`src/rtl/core/midi_token_event_decoder_top_macros.svh`:
```
// Assertion macros for the token event decoder.
// Used by midi_token_event_decoder_top; expects clk and rst in scope.
`ifndef MIDI_TOKEN_EVENT_DECODER_TOP_MACROS_SVH
`define MIDI_TOKEN_EVENT_DECODER_TOP_MACROS_SVH

// Check cons in the same cycle as ante.
`define MTED_ASSERT_NOW(label, ante, cons, msg) \
  label: assert property (@(posedge clk) disable iff (rst) (ante) |-> (cons)) \
    else $error(msg);

// Check cons in the cycle after ante.
`define MTED_ASSERT_NEXT(label, ante, cons, msg) \
  label: assert property (@(posedge clk) disable iff (rst) (ante) |=> (cons)) \
    else $error(msg);

`endif

```
`src/rtl/core/mted_pkg.sv`:
```
// Shared types, constants and table functions of the token event decoder.
// No dependencies; used by every module of the block.
package mted_pkg;

  localparam int TOK_W      = 12;
  localparam int RAW_W      = 11;
  localparam int CNT_W      = 4;
  localparam int NUM_LANES  = 7;
  localparam int BPM_W      = 9;
  localparam int DIV_STEPS  = 4;
  localparam int DIV_STAGES = 7;
  localparam int QUO_W      = DIV_STEPS * DIV_STAGES;
  localparam int TEMPO_W    = 26;
  localparam int ADDR_W     = 3;
  localparam int DATA_W     = 32;

  localparam logic [QUO_W-1:0] TEMPO_DIVIDEND = QUO_W'(60000000);
  localparam logic [TOK_W-1:0] EVENT_ID_BASE  = TOK_W'(3);
  localparam logic             REG_VOCAB_VERSION = 1'b0;

  typedef enum logic [2:0] {
    K_NOTE, K_PATCH, K_CONTROL, K_TEMPO, K_TIMESIG, K_KEYSIG
  } kind_t;

  typedef enum logic [3:0] {
    P_T1, P_T2, P_DUR, P_TRK, P_CH, P_PIT, P_VEL, P_PAT,
    P_CTL, P_VAL, P_BPM, P_NN, P_DD, P_SF, P_MI
  } param_t;

  typedef struct packed {
    logic             hit;
    param_t           param;
    logic [RAW_W-1:0] raw;
  } lane_res_t;

  typedef struct packed {
    logic               ok;
    logic [2:0]         kind;
    logic [6:0]         track;
    logic [3:0]         channel;
    logic [RAW_W-1:0]   duration;
    logic signed [7:0]  key;
    logic [6:0]         level;
    logic [BPM_W-1:0]   bpm;
  } evt_t;

  function automatic logic [2:0] num_kinds(logic v);
    return v ? 3'd6 : 3'd4;
  endfunction

  function automatic logic [2:0] kind_len(logic v, logic [2:0] kind);
    logic [2:0] len;
    case (kind)
      K_NOTE:              len = 3'd7;
      K_PATCH:             len = 3'd5;
      K_CONTROL:           len = 3'd6;
      K_TEMPO:             len = 3'd4;
      K_TIMESIG, K_KEYSIG: len = v ? 3'd5 : 3'd0;
      default:             len = 3'd0;
    endcase
    return len;
  endfunction

  function automatic param_t kind_param(logic v, logic [2:0] kind, logic [2:0] slot);
    param_t p;
    p = P_T1;
    case (slot)
      3'd0: p = P_T1;
      3'd1: p = P_T2;
      3'd2: p = P_TRK;
      3'd3: begin
        case (kind)
          K_NOTE:             p = v ? P_CH : P_DUR;
          K_PATCH, K_CONTROL: p = P_CH;
          K_TEMPO:            p = P_BPM;
          K_TIMESIG:          p = P_NN;
          K_KEYSIG:           p = P_SF;
          default:            p = P_T1;
        endcase
      end
      3'd4: begin
        case (kind)
          K_NOTE:    p = v ? P_PIT : P_CH;
          K_PATCH:   p = P_PAT;
          K_CONTROL: p = P_CTL;
          K_TIMESIG: p = P_DD;
          K_KEYSIG:  p = P_MI;
          default:   p = P_T1;
        endcase
      end
      3'd5: begin
        case (kind)
          K_NOTE:    p = v ? P_VEL : P_PIT;
          K_CONTROL: p = P_VAL;
          default:   p = P_T1;
        endcase
      end
      3'd6: begin
        case (kind)
          K_NOTE:  p = v ? P_DUR : P_VEL;
          default: p = P_T1;
        endcase
      end
      default: p = P_T1;
    endcase
    return p;
  endfunction

  function automatic logic [TOK_W-1:0] param_base(logic v, param_t p);
    logic [TOK_W-1:0] ofs;
    case (p)
      P_T1:    ofs = 12'd0;
      P_T2:    ofs = 12'd128;
      P_DUR:   ofs = 12'd144;
      P_TRK:   ofs = 12'd2192;
      P_CH:    ofs = 12'd2320;
      P_PIT:   ofs = 12'd2336;
      P_VEL:   ofs = 12'd2464;
      P_PAT:   ofs = 12'd2592;
      P_CTL:   ofs = 12'd2720;
      P_VAL:   ofs = 12'd2848;
      P_BPM:   ofs = 12'd2976;
      P_NN:    ofs = 12'd3360;
      P_DD:    ofs = 12'd3376;
      P_SF:    ofs = 12'd3380;
      P_MI:    ofs = 12'd3395;
      default: ofs = 12'd0;
    endcase
    return ofs + (EVENT_ID_BASE + TOK_W'(num_kinds(v)));
  endfunction

  function automatic logic [TOK_W-1:0] param_size(logic v, param_t p);
    logic [TOK_W-1:0] sz;
    case (p)
      P_T1, P_TRK, P_PIT, P_VEL, P_PAT, P_CTL, P_VAL: sz = 12'd128;
      P_T2, P_CH: sz = 12'd16;
      P_DUR:      sz = 12'd2048;
      P_BPM:      sz = v ? 12'd384 : 12'd256;
      P_NN:       sz = v ? 12'd16 : 12'd0;
      P_DD:       sz = v ? 12'd4 : 12'd0;
      P_SF:       sz = v ? 12'd15 : 12'd0;
      P_MI:       sz = v ? 12'd2 : 12'd0;
      default:    sz = 12'd0;
    endcase
    return sz;
  endfunction

  // Restoring division steps: returns {remainder, quotient}.
  function automatic logic [BPM_W+QUO_W-1:0] div_stage(
    logic [BPM_W-1:0] rem_i, logic [QUO_W-1:0] quo_i,
    logic [DIV_STEPS-1:0] bits, logic [BPM_W-1:0] d);
    logic [BPM_W:0]   r;
    logic [BPM_W-1:0] rem;
    logic [QUO_W-1:0] quo;
    rem = rem_i;
    quo = quo_i;
    for (int k = DIV_STEPS - 1; k >= 0; k--) begin
      r = {rem, bits[k]};
      if (r >= {1'b0, d}) begin
        r   = r - {1'b0, d};
        quo = {quo[QUO_W-2:0], 1'b1};
      end else begin
        quo = {quo[QUO_W-2:0], 1'b0};
      end
      rem = r[BPM_W-1:0];
    end
    return {rem, quo};
  endfunction

endpackage

```
`src/rtl/core/midi_token_event_decoder_top.sv`:
```
// Each result passes the decode stage register, then a 7-stage tempo divider
// whose last stage is the output register. Throughput: one group per cycle;
// the whole pipeline holds while a result waits on out_stall. Reset clears
// all valid bits and sets vocab_version to 1.
// Top level of the token event decoder: lanes, merge stage, tempo divider,
// APB register. Depends on mted_pkg, mted_lane, mted_merge, mted_tempo_div and the macros header.
module midi_token_event_decoder_top (
  input  logic                               clk,
  input  logic                               rst,
  input  logic                               psel,
  input  logic                               penable,
  input  logic                               pwrite,
  input  logic [mted_pkg::ADDR_W-1:0]        paddr,
  input  logic [mted_pkg::DATA_W-1:0]        pwdata,
  output logic [mted_pkg::DATA_W-1:0]        prdata,
  output logic                               pready,
  input  logic                               in_valid,
  output logic                               in_stall,
  input  logic [mted_pkg::CNT_W-1:0]         token_count,
  input  logic [mted_pkg::TOK_W-1:0]         token_0,
  input  logic [mted_pkg::TOK_W-1:0]         token_1,
  input  logic [mted_pkg::TOK_W-1:0]         token_2,
  input  logic [mted_pkg::TOK_W-1:0]         token_3,
  input  logic [mted_pkg::TOK_W-1:0]         token_4,
  input  logic [mted_pkg::TOK_W-1:0]         token_5,
  input  logic [mted_pkg::TOK_W-1:0]         token_6,
  input  logic [mted_pkg::TOK_W-1:0]         token_7,
  output logic                               out_valid,
  input  logic                               out_stall,
  output logic                               ok,
  output logic [2:0]                         event_kind,
  output logic [6:0]                         track,
  output logic [3:0]                         channel,
  output logic [mted_pkg::RAW_W-1:0]         duration,
  output logic signed [7:0]                  key,
  output logic [6:0]                         level,
  output logic [mted_pkg::TEMPO_W-1:0]       tempo_us
);

  logic                                            vocab_version;
  logic                                            en;
  logic [mted_pkg::TOK_W-1:0]                      head_diff;
  logic [2:0]                                      kind;
  logic                                            head_ok;
  logic [mted_pkg::TOK_W-1:0]                      tok [mted_pkg::NUM_LANES];
  mted_pkg::lane_res_t [mted_pkg::NUM_LANES-1:0]   lanes;
  mted_pkg::evt_t                                  merged;
  logic                                            s1_valid;
  mted_pkg::evt_t                                  s1_evt;
  mted_pkg::evt_t                                  res_evt;
  logic [mted_pkg::TEMPO_W-1:0]                    res_quo;

  assign pready = 1'b1;
  assign prdata = (paddr[2] == mted_pkg::REG_VOCAB_VERSION) ?
                  {{(mted_pkg::DATA_W-1){1'b0}}, vocab_version} : '0;

  always_ff @(posedge clk) begin
    if (rst) begin
      vocab_version <= 1'b1;
    end else if (psel && penable && pwrite && pready &&
                 paddr[2] == mted_pkg::REG_VOCAB_VERSION) begin
      vocab_version <= pwdata[0];
    end
  end

  assign en       = !(out_valid && out_stall);
  assign in_stall = !en;

  assign head_diff = token_0 - mted_pkg::EVENT_ID_BASE;
  assign kind      = head_diff[2:0];
  assign head_ok   = (token_0 >= mted_pkg::EVENT_ID_BASE) &&
                     (head_diff < mted_pkg::TOK_W'(mted_pkg::num_kinds(vocab_version)));

  assign tok[0] = token_1;
  assign tok[1] = token_2;
  assign tok[2] = token_3;
  assign tok[3] = token_4;
  assign tok[4] = token_5;
  assign tok[5] = token_6;
  assign tok[6] = token_7;

  for (genvar l = 0; l < mted_pkg::NUM_LANES; l++) begin : g_lane
    mted_lane u_lane (
      .version (vocab_version),
      .kind    (kind),
      .slot    (3'(l)),
      .token   (tok[l]),
      .res     (lanes[l])
    );
  end

  mted_merge u_merge (
    .version     (vocab_version),
    .head_ok     (head_ok),
    .kind        (kind),
    .token_count (token_count),
    .lanes       (lanes),
    .evt         (merged)
  );

  always_ff @(posedge clk) begin
    if (rst) begin
      s1_valid <= 1'b0;
    end else if (en) begin
      s1_valid <= in_valid;
    end
  end

  always_ff @(posedge clk) begin
    if (en) begin
      s1_evt <= merged;
    end
  end

  mted_tempo_div u_div (
    .clk       (clk),
    .rst       (rst),
    .en        (en),
    .in_valid  (s1_valid),
    .in_evt    (s1_evt),
    .out_valid (out_valid),
    .out_evt   (res_evt),
    .out_quo   (res_quo)
  );

  assign ok         = res_evt.ok;
  assign event_kind = res_evt.kind;
  assign track      = res_evt.track;
  assign channel    = res_evt.channel;
  assign duration   = res_evt.duration;
  assign key        = res_evt.key;
  assign level      = res_evt.level;
  assign tempo_us   = (res_evt.ok && res_evt.kind == mted_pkg::K_TEMPO) ? res_quo : '0;

`include "midi_token_event_decoder_top_macros.svh"

  `MTED_ASSERT_NOW(a_fail_zero, out_valid && !ok, event_kind == 3'd0 && track == 7'd0 && channel == 4'd0 && duration == '0 && key == 8'sd0 && level == 7'd0 && tempo_us == '0, "failed event carries nonzero fields")
  `MTED_ASSERT_NOW(a_tempo_range, out_valid && ok && event_kind == mted_pkg::K_TEMPO, tempo_us >= 26'd156250 && tempo_us <= 26'd60000000, "tempo quotient out of range")
  `MTED_ASSERT_NOW(a_keysig_range, out_valid && ok && event_kind == mted_pkg::K_KEYSIG, key >= -8'sd7 && key <= 8'sd7, "key signature out of range")
  `MTED_ASSERT_NEXT(a_s1_load, in_valid && !in_stall, s1_valid, "transfer did not reach decode stage")

endmodule

```
`src/rtl/core/mted_lane.sv`:
```
// One parameter lane: picks the parameter of its slot, subtracts the base
// and range-checks the token. Depends on mted_pkg.
module mted_lane (
  input  logic                         version,
  input  logic [2:0]                   kind,
  input  logic [2:0]                   slot,
  input  logic [mted_pkg::TOK_W-1:0]   token,
  output mted_pkg::lane_res_t          res
);

  mted_pkg::param_t             p;
  logic [mted_pkg::TOK_W-1:0]   base;
  logic [mted_pkg::TOK_W-1:0]   size;
  logic [mted_pkg::TOK_W-1:0]   diff;

  assign p    = mted_pkg::kind_param(version, kind, slot);
  assign base = mted_pkg::param_base(version, p);
  assign size = mted_pkg::param_size(version, p);
  assign diff = token - base;

  assign res.hit   = (token >= base) && (diff < size);
  assign res.param = p;
  assign res.raw   = diff[mted_pkg::RAW_W-1:0];

endmodule

```
`src/rtl/core/mted_merge.sv`:
```
// Merge stage: combines the lane results into one event by parameter.
// Depends on mted_pkg.
module mted_merge (
  input  logic                                              version,
  input  logic                                              head_ok,
  input  logic [2:0]                                        kind,
  input  logic [mted_pkg::CNT_W-1:0]                        token_count,
  input  mted_pkg::lane_res_t [mted_pkg::NUM_LANES-1:0]     lanes,
  output mted_pkg::evt_t                                    evt
);

  always_comb begin
    logic [2:0]                  len;
    logic                        all_hit;
    logic                        ok;
    mted_pkg::evt_t              e;
    logic [mted_pkg::RAW_W-1:0]  raw;
    len     = mted_pkg::kind_len(version, kind);
    all_hit = 1'b1;
    e       = '0;
    for (int i = 0; i < mted_pkg::NUM_LANES; i++) begin
      raw = lanes[i].raw;
      if (3'(i) < len) begin
        if (!lanes[i].hit) all_hit = 1'b0;
        case (lanes[i].param)
          mted_pkg::P_DUR: e.duration = raw;
          mted_pkg::P_TRK: e.track    = raw[6:0];
          mted_pkg::P_CH:  e.channel  = raw[3:0];
          mted_pkg::P_PIT, mted_pkg::P_PAT, mted_pkg::P_CTL: e.key = {1'b0, raw[6:0]};
          mted_pkg::P_VEL, mted_pkg::P_VAL: e.level = raw[6:0];
          mted_pkg::P_MI:  e.level    = {6'd0, raw[0]};
          mted_pkg::P_BPM: e.bpm      = raw[mted_pkg::BPM_W-1:0];
          mted_pkg::P_NN:  e.key      = {4'd0, raw[3:0]} + 8'd1;
          mted_pkg::P_DD:  e.level    = {5'd0, raw[1:0]} + 7'd1;
          mted_pkg::P_SF:  e.key      = {4'd0, raw[3:0]} - 8'd7;
          default: ;
        endcase
      end
    end
    ok = head_ok && (token_count > {1'b0, len}) && all_hit;
    e.ok   = ok;
    e.kind = kind;
    evt = ok ? e : '0;
  end

endmodule

```
`src/rtl/core/mted_tempo_div.sv`:
```
// Pipelined divider for the tempo: 60000000 / bpm, four quotient bits per
// stage, carrying the event alongside. Depends on mted_pkg.
module mted_tempo_div (
  input  logic                              clk,
  input  logic                              rst,
  input  logic                              en,
  input  logic                              in_valid,
  input  mted_pkg::evt_t                    in_evt,
  output logic                              out_valid,
  output mted_pkg::evt_t                    out_evt,
  output logic [mted_pkg::TEMPO_W-1:0]      out_quo
);

  localparam int NS = mted_pkg::DIV_STAGES;
  localparam int QW = mted_pkg::QUO_W;
  localparam int BW = mted_pkg::BPM_W;

  logic [NS-1:0]   valid;
  mted_pkg::evt_t  evt   [NS];
  logic [BW-1:0]   rem   [NS];
  logic [QW-1:0]   quo   [NS];

  logic [NS-1:0]   valid_next;
  mted_pkg::evt_t  evt_next [NS];
  logic [BW-1:0]   rem_next [NS];
  logic [QW-1:0]   quo_next [NS];

  logic [BW-1:0]   rem_in   [NS];
  logic [QW-1:0]   quo_in   [NS];
  logic [BW-1:0]   divisor  [NS];

  for (genvar s = 0; s < NS; s++) begin : g_stage
    if (s == 0) begin : g_first
      assign valid_next[s] = in_valid;
      assign evt_next[s]   = in_evt;
      assign rem_in[s]     = '0;
      assign quo_in[s]     = '0;
    end else begin : g_rest
      assign valid_next[s] = valid[s-1];
      assign evt_next[s]   = evt[s-1];
      assign rem_in[s]     = rem[s-1];
      assign quo_in[s]     = quo[s-1];
    end
    assign divisor[s] = (evt_next[s].bpm == '0) ? BW'(1) : evt_next[s].bpm;
    assign {rem_next[s], quo_next[s]} = mted_pkg::div_stage(
      rem_in[s], quo_in[s],
      mted_pkg::TEMPO_DIVIDEND[QW-1-s*mted_pkg::DIV_STEPS -: mted_pkg::DIV_STEPS],
      divisor[s]);
  end

  always_ff @(posedge clk) begin
    if (rst) begin
      valid <= '0;
    end else if (en) begin
      valid <= valid_next;
    end
  end

  always_ff @(posedge clk) begin
    if (en) begin
      for (int s = 0; s < NS; s++) begin
        evt[s] <= evt_next[s];
        rem[s] <= rem_next[s];
        quo[s] <= quo_next[s];
      end
    end
  end

  assign out_valid = valid[NS-1];
  assign out_evt   = evt[NS-1];
  assign out_quo   = quo[NS-1][mted_pkg::TEMPO_W-1:0];

endmodule

```
`config.mk`:
```
export PLATFORM = sky130hd
export DESIGN_NAME = midi_token_event_decoder_top
export DESIGN_NICKNAME = d
export VERILOG_FILES = /design/src/rtl/core/mted_pkg.sv /design/src/rtl/core/midi_token_event_decoder_top.sv /design/src/rtl/core/mted_lane.sv /design/src/rtl/core/mted_merge.sv /design/src/rtl/core/mted_tempo_div.sv
export VERILOG_INCLUDE_DIRS = /design/src /design/src/rtl/core
export SDC_FILE = /design/constraint.sdc
export NUM_CORES = 1
export LEC_CHECK = 0
export BUFFER_PORTS_ARGS = -buffer_cell sky130_fd_sc_hd__buf_4
export CORE_AREA = 2 2 241 243
export CTS_BUF_LIST = sky130_fd_sc_hd__clkbuf_16
export DETAILED_ROUTE_END_ITERATION = 8
export DIE_AREA = 0 0 243 245
export PLACE_DENSITY = 0.81
export SLEW_MARGIN = 10
export SYNTH_ARGS = -nofsm -noshare
export SYNTH_HDL_FRONTEND = slang
export SYNTH_SLANG_ARGS = --single-unit
export TNS_END_PERCENT = 100
```
`constraint.sdc`:
```
create_clock -name clk -period 20 [get_ports clk]
set_input_delay 2 -clock clk [delete_from_list [all_inputs] [get_ports clk]]
set_output_delay 2 -clock clk [all_outputs]
set_load 0.03 [all_outputs]
```
; Word level (Yosys, flattened, before mapping)
; Memory sizes are Yosys's and may differ from the RTL's.
; Cells that the tools add are included.
[totals]
reg_bits = 59
mem_bits_rw = 609
rom_bits = 1232
n_memories = 10
[memory_table]
columns = memory, depth, width, read_ports, rd_ports_with_merged_regs, write_ports, line
row1 = u_div.evt, 7, 50, 7, 0, 7, mted_tempo_div.sv:19  ; mted_pkg::evt_t evt [NS];
row2 = u_div.quo, 7, 28, 7, 0, 7, mted_tempo_div.sv:21  ; logic [QW-1:0] quo [NS];
row3 = (no name shown), 16, 11, 1, 0, 0, mted_pkg.sv:111  ; case (p)
row4 = (no name shown), 16, 11, 1, 0, 0, mted_pkg.sv:111
row5 = (no name shown), 16, 11, 1, 0, 0, mted_pkg.sv:111
row6 = (no name shown), 16, 11, 1, 0, 0, mted_pkg.sv:111
row7 = 4 more memories, --, --, --, --, --, --
[classes]
addsub = 56
order_cmp = 52
n_eq_ne = 62
n_mux = 130
n_bitwise = 1
n_reduce_logical = 45
[ops]
columns = operator, count
row1 = $pmux 12 s8, 4
row2 = $mux 9, 39
row3 = $ge 10x9->1, 27
row4 = $sub 9x9->9, 27
row5 = $mux 46, 5
row6 = $eq 4x4->1 const B, 28
row7 = $pmux 8 s3, 4
row8 = $ge 12x12->1, 7
row9 = $pmux 7 s3, 4
row10 = $sub 12x12->12, 7
row11 = $eq 4x3->1 const B, 16
row12 = $logic_not 9->1, 7
row13 = $add 12x12->12, 5
row14 = $mux 50, 1
row15 = $lt 12x12->1, 4
row16 = $mux 1, 45
row17 = $mux 11, 4
row18 = $pmux 4 s5, 2
row19 = $eq 4x2->1 const B, 8
row20 = $mux 7, 4
row21 = $reduce_or 7->1, 4
row22 = $mux 26, 1
row23 = $add 12x4->12, 2
row24 = $lt 12x8->1 const B, 2
row25 = other kinds (31), 89

; Depth between registers and ports, before layout
; Gate-level depths: netlist of the first run.
[logic_depth]
word_depth = 22
ltp_mapped = 43
depth_no_buf = 41

; By module
; Synthesis of the first run repeated with hierarchy kept, for this count alone.
[unflattened]
cells_unflattened = 4919
area_unflattened_um2 = 46016.6
[modules_own_cells]
columns = mod, instances, cells_per_inst, area_each_um2, seq_area_each_um2
row1 = mted_tempo_div, 1, 2289, 27844.2, 15214.6
row2 = mted_lane (g_lane[2].u_lane ...), 5, 199, 1367.6, 0.0
row3 = mted_merge, 1, 1052, 6098.3, 0.0
row4 = mted_lane (g_lane[0].u_lane ...), 2, 220, 1549.0, 0.0
row5 = midi_token_event_decoder_top, 1, 143, 2138.3, 1541.5

; Worst setup path before layout of the first run
; OpenSTA, ideal clock, no wires.
[synth_path]
path_kind = input to output
start = input port out_stall
end = output port in_stall
arrival_time_ns = 18.700
required_time_ns = 18.000
path_slack_ns = -0.700
cell_stages = 2
cell_sequence = nand2_1 > clkinv_1
[synth_via]
elab_chain_cells = 1
[synth_rtl]
columns = item, line
row1 = "start, declared", midi_token_event_decoder_top.sv:29  ; input logic out_stall,
row2 = $logic_and 1x1->1, midi_token_event_decoder_top.sv:66  ; assign en = !(out_valid && out_stall);
row3 = "end, declared", midi_token_event_decoder_top.sv:18  ; output logic in_stall,
; No other way between the ends.

==> results of run 1 <==
cells in the final DEF (no fill, tap or decap), types with 52 or more instances in the layout:
cell       instances
ha_1             322
nand2_1          189
o21ai_0          160
buf_4            193
nand3_1           58
nor2_1           253
o21a_1            52
xnor2_1          120
xor2_1            62
clkbuf_16         55
a21oi_1          208
nor3_1            72
a21o_1            78
edfxtp_1         543
mux2_2           120
inv_1            238
final timing paths:
path	depth (start not counted)	endpoint	slack, ns
worst max-delay path	40	u_div.rem[4][4]$_DFFE_PN_	9.14
worst min register to register	0	u_div.evt[2][38]$_DFFE_PN_	0.41
worst min-delay path	0	u_div.evt[2][38]$_DFFE_PN_	0.41
worst max register to register	40	u_div.rem[4][4]$_DFFE_PN_	9.14
critical path, delay by kind of cell, from the launching register on:
kind | cells | cell delay (ns)
buffers and inverters | 3 | 0.48
multiplexers | 3 | 1.26
AO/OA/AOI/OAI | 22 | 5.30
adder cells (fa/ha/maj) | 4 | 1.14
flip-flops | 1 | 0.52
AND/OR/NAND/NOR | 8 | 1.91
routing by layer:
| metal | GRT usage | vias to the layer above | wire length, microns |
|---|---|---|---|
| met5 | 0 | - | 0 |
| met4 | 0.0908 | 0 | 2710 |
| met3 | 0.0386 | 186 | 4280 |
| met2 | 0.468 | 811 | 40100 |
| met1 | 0.352 | 12100 | 34700 |
| li1 | - | 12200 | - |
registers in the layout (all words and copies together), names as in the netlist:
register,cells
u_div.quo,98
u_div.evt,341
vocab_version,1
u_div.rem,54
s1_evt,50
s1_valid,1
u_div.valid,7
cell families (layout without fill, tap and decap cells):
logic type                 Yosys count  after routing  share of synthesized area
AOI/OAI and AO/OA                  776            776                      0.145
xor gates and xnor gates           183            183                     0.0460
DFF                                552            552                      0.471
other                                2             42                   0.000215
and+or+nand+nor                    856            856                      0.120
adders and majority gates          344            344                      0.128
muxes                              156            156                     0.0504
buffers and inverters              331            535                     0.0397
per-stage QoR:
stage,hold slack [ns],instances,utilization,cell area [sq um]
floorplan,0.400,3240,-,35100
global placement,0.400,4109,0.651,37100
detailed placement,0.405,4109,0.651,37100
CTS,0.404,4209,0.683,38900
global route,0.405,4209,0.683,38900
finish,0.405,4209,0.683,38900
area by class of cell:
type | instances | area share
Multi-Input combinational cell | 2357 | 0.444
Clock inverter | 45 | 0.0116
Sequential cell | 552 | 0.423
Clock buffer | 55 | 0.0353
Inverter | 241 | 0.0232
Timing Repair Buffer | 194 | 0.0377
Tap cell | 765 | 0.0246
cell usage after synthesis, drive strengths merged, types with 58 or more instances:
cell type,instances,share of area
nand2,191,0.021
a21o,78,0.017
o21ai,169,0.025
xnor2,120,0.030
mux2,128,0.042
xor2,63,0.016
nor2,255,0.027
nor3,73,0.011
a21oi,209,0.030
inv,235,0.025
ha,322,0.12
edfxtp,543,0.47
nand3,58,0.0083
==> reports/qor.yml, run 1 <==
ys_ff_latch: 552
end_kind: "flop"
final.setup.tns_ns: 0
synth_async_sr_flop_share: 0
antenna_found_initial: 0
port_buffers: 178
gp_congestion: 0.998
start_util: 0.614
drcViolationCount: 0
crit_top_cell: "o21ai_0"
crit_arrival_ns: 11.20
syn_area_per_cell_sq_um: 10.9
track_usage: 0.271
hold_viol_final: 0
pre_cts_slack_ns: 9.32
hold_class: "flop to flop"
drt-initial-drc-count: 1908
grt_pass1_wl_microns: 130000
cpPeakStageDelay_ns: 0.52
grt_pass1_vias: 24900
worstMarginPinSlew_ns: 1.17
cts_setup_buffers: 0
ant_nets: 0
rsz0062_at_grt: "false"
routedWlPerCell_microns: 19.4
critPathKind: "flop to flop"
hpwl_microns: 61200
fin_worst_skew_ns: 0.0542
cts_buffers: 55
holdBufCountCts: 0
die_h_microns: 245
synth_cell_types: 102
die_w_microns: 243
yosys_warnings: 0
io_pins: 244
slew_violations: 0
routed_wl_microns: 81700
core_area_sq_mm: 0.0570
grt-ovfl-total: 0
synthFlopType: "edfxtp_1"
grt_start_max_net_pins: 213
syn_area_sq_mm: 0.0350
ys_seq_area_frac: 0.471
min_period_ns: 10.86
start_kind: "flop"
nFillCells: 4237
fmax_mhz: 92.0
cap_viol_max_count: 0
setup_slack_ns: 9.14
cts.clk_slew.worst_paths_ns: 0.06
vias_per_cell: 6.03
cts_sinks: 552
fin_nets: 3887
r2r_start: "u_div.evt[3][2]$_DFFE_PN_"
synth_enable_flop_cells: 543
dieArea_sq_mm: 0.0595
clk_latency_ns: 0.65
multi_input_area_sq_mm: 0.0173
fin_crit_sh: 0.543
drive_above_1_share: 0.131
h-tree-depth: 2
status: "complete, no violations"
crit_fanout: 11
clockRootBuffer: "clkbuf_16"
cts_tree: "yes"
timing.critical_path.from: "u_div.evt[3][2]$_DFFE_PN_"
vias: 25400
detail_route.first_pass.iterations: 6
setup_viol_count_final: 0
cts_buffer_depth: 3
slew_headroom: 0.214
critical_path_required_ns: 20.34
antenna_cells: 0
synthToLayoutAreaGrowth_pct: 11.3
seqCellArea_sq_mm: 0.0165
slowest_stage: "edfxtp_1"
num_rows: 88
hp-start: "u_div.evt[1][38]$_DFFE_PN_"
cts_resized: 0
syn_inst: 3200
Power of run 1 is not shown: default switching activity piles up to over one toggle a cycle in this logic, so the estimate is an artifact.
==> inputs of run 2 (changes only) <==
clock period = 11.4 ns   (was 20 ns; I/O delays follow)
==> run 2 against run 1 <==
Effect of this change: critical path depth unchanged; non-clock buffer count down 2; sequential share of layout area about the same; clock skew down 0.0040 ns; design area about the same; global-route usage about the same; maximum frequency up 2.8%; via count up 0.96%; core utilization about the same; highest routed layer unchanged.
==> reports/qor.yml, run 2 (synthesized netlist as in run 1, its figures left out) <==
track_usage: 0.271
cap_viol_max_count: 0
core_area_sq_mm: 0.0570
hpwl_microns: 60200
cts_buffer_depth: 3
clockRootBuffer: "clkbuf_16"
start_kind: "flop"
ant_nets: 0
grt_start_max_net_pins: 207
crit_fanout: 11
synthToLayoutAreaGrowth_pct: 11.3
mostFrequentLayoutCell: "edfxtp_1"
cts_tree: "yes"
drive_above_1_share: 0.132
grt_pass1_vias: 25300
die_w_microns: 243
end_kind: "flop"
min_period_ns: 10.57
cts_sinks: 552
hold_class: "flop to flop"
final.setup.tns_ns: 0
cpPeakStageDelay_ns: 0.53
antenna_found_initial: 0
detail_route.first_pass.iterations: 7
top_register: "u_div.evt"
grt-ovfl-total: 0
worstMarginPinSlew_ns: 1.17
port_buffers: 178
fmax_mhz: 94.6
gp_congestion: 1.00
drt-initial-drc-count: 2176
io_pins: 244
cts_setup_buffers: 0
clk_latency_ns: 0.65
cts.clk_slew.worst_paths_ns: 0.06
critPathKind: "flop to flop"
die_h_microns: 245
drcViolationCount: 0
num_rows: 88
reg_top3: "u_div.evt (341), u_div.quo (98), u_div.rem (54)"
crit_top_cell: "o21ai_0"
setup_viol_count_final: 0
routedWlPerCell_microns: 19.4
vias: 25600
vias_per_cell: 6.08
slew_headroom: 0.209
start_util: 0.614
cts_buffers: 55
dieArea_sq_mm: 0.0595
routed_wl_microns: 81700
critical_path_required_ns: 11.75
layout_common_cells: "543 x edfxtp_1, 322 x ha_1, 253 x nor2_1"
crit_arrival_ns: 10.92
fin_nets: 3885
status: "complete, no violations"
rsz0062_at_grt: "false"
fin_worst_skew_ns: 0.0502
largest_reg_flops: 341
slew_violations: 0
slowest_stage: "edfxtp_1"
fin_crit_sh: 0.927
h-tree-depth: 2
grt_pass1_wl_microns: 130000
hold_viol_final: 0
run 2: cell count changes in the layout (fill, tap and decap cells not counted), moves of 2 or more:
| cell | delta |
|---|---|
| clkinv_1 | -2 |
| inv_16 | +2 |
| clkinv_16 | -2 |
| clkinv_4 | +3 |
| buf_4 | -2 |
run 2: worst max-delay path, delay by kind of cell, from the launching register on:
family	cells	cell delay, ns
AO/OA/AOI/OAI	22	5.12
adder cells (fa/ha/maj)	4	1.14
buffers and inverters	3	0.49
flip-flops	1	0.53
multiplexers	3	1.23
AND/OR/NAND/NOR	8	1.75
run 2: worst paths after layout:
path	start	endpoint	slack (ns)	cells after the start
setup / recovery	u_div.evt[3][2]$_DFFE_PN_	u_div.rem[4][2]$_DFFE_PN_	0.83	40
hold / removal	u_div.evt[2][40]$_DFFE_PN_	u_div.evt[3][40]$_DFFE_PN_	0.40	0
setup reg to reg	u_div.evt[3][2]$_DFFE_PN_	u_div.rem[4][2]$_DFFE_PN_	0.83	40
hold reg to reg	u_div.evt[2][40]$_DFFE_PN_	u_div.evt[3][40]$_DFFE_PN_	0.40	0
run 2: per-layer routing:
metal | share of wire | track usage | vias to the layer above
met5 | 0 | 0 | -
met4 | 0.035 | 0.105 | 0
li1 | - | - | 12200
met3 | 0.064 | 0.0419 | 193
met1 | 0.42 | 0.352 | 12200
met2 | 0.48 | 0.459 | 951
run 2: stage by stage:
stage / hold slack [ns] / std cells / worst slack (ns) / util / area (sq um)
floorplan: 0.400 / 3240 / 2.37 / - / 35200
global placement: 0.400 / 4107 / 1.10 / 0.650 / 37100
detailed placement: 0.405 / 4107 / 0.862 / 0.650 / 37100
CTS: 0.405 / 4210 / 0.730 / 0.683 / 38900
global route: 0.412 / 4210 / 0.110 / 0.683 / 38900
finish: 0.400 / 4211 / 0.830 / 0.683 / 38900
run 2: area by class of cell:
type / instances / area, sq um
clock inverters: 48 / 467
flip-flops and latches: 552 / 16500
fillers: 4150 / 18100
diodes: 1 / 2.50
well taps: 765 / 957
inverters: 241 / 905
repair buffers: 192 / 1450
clock buffers: 55 / 1380
multi-input cells: 2357 / 17300
run 2: what timing repair did:
action,in CTS,in global routing
resized for setup,0,2
hold buffers,0,0
endpoints found under the setup margin,0,7
hold endpoints to repair,0,0
Power of run 2 is left out for the same reason.
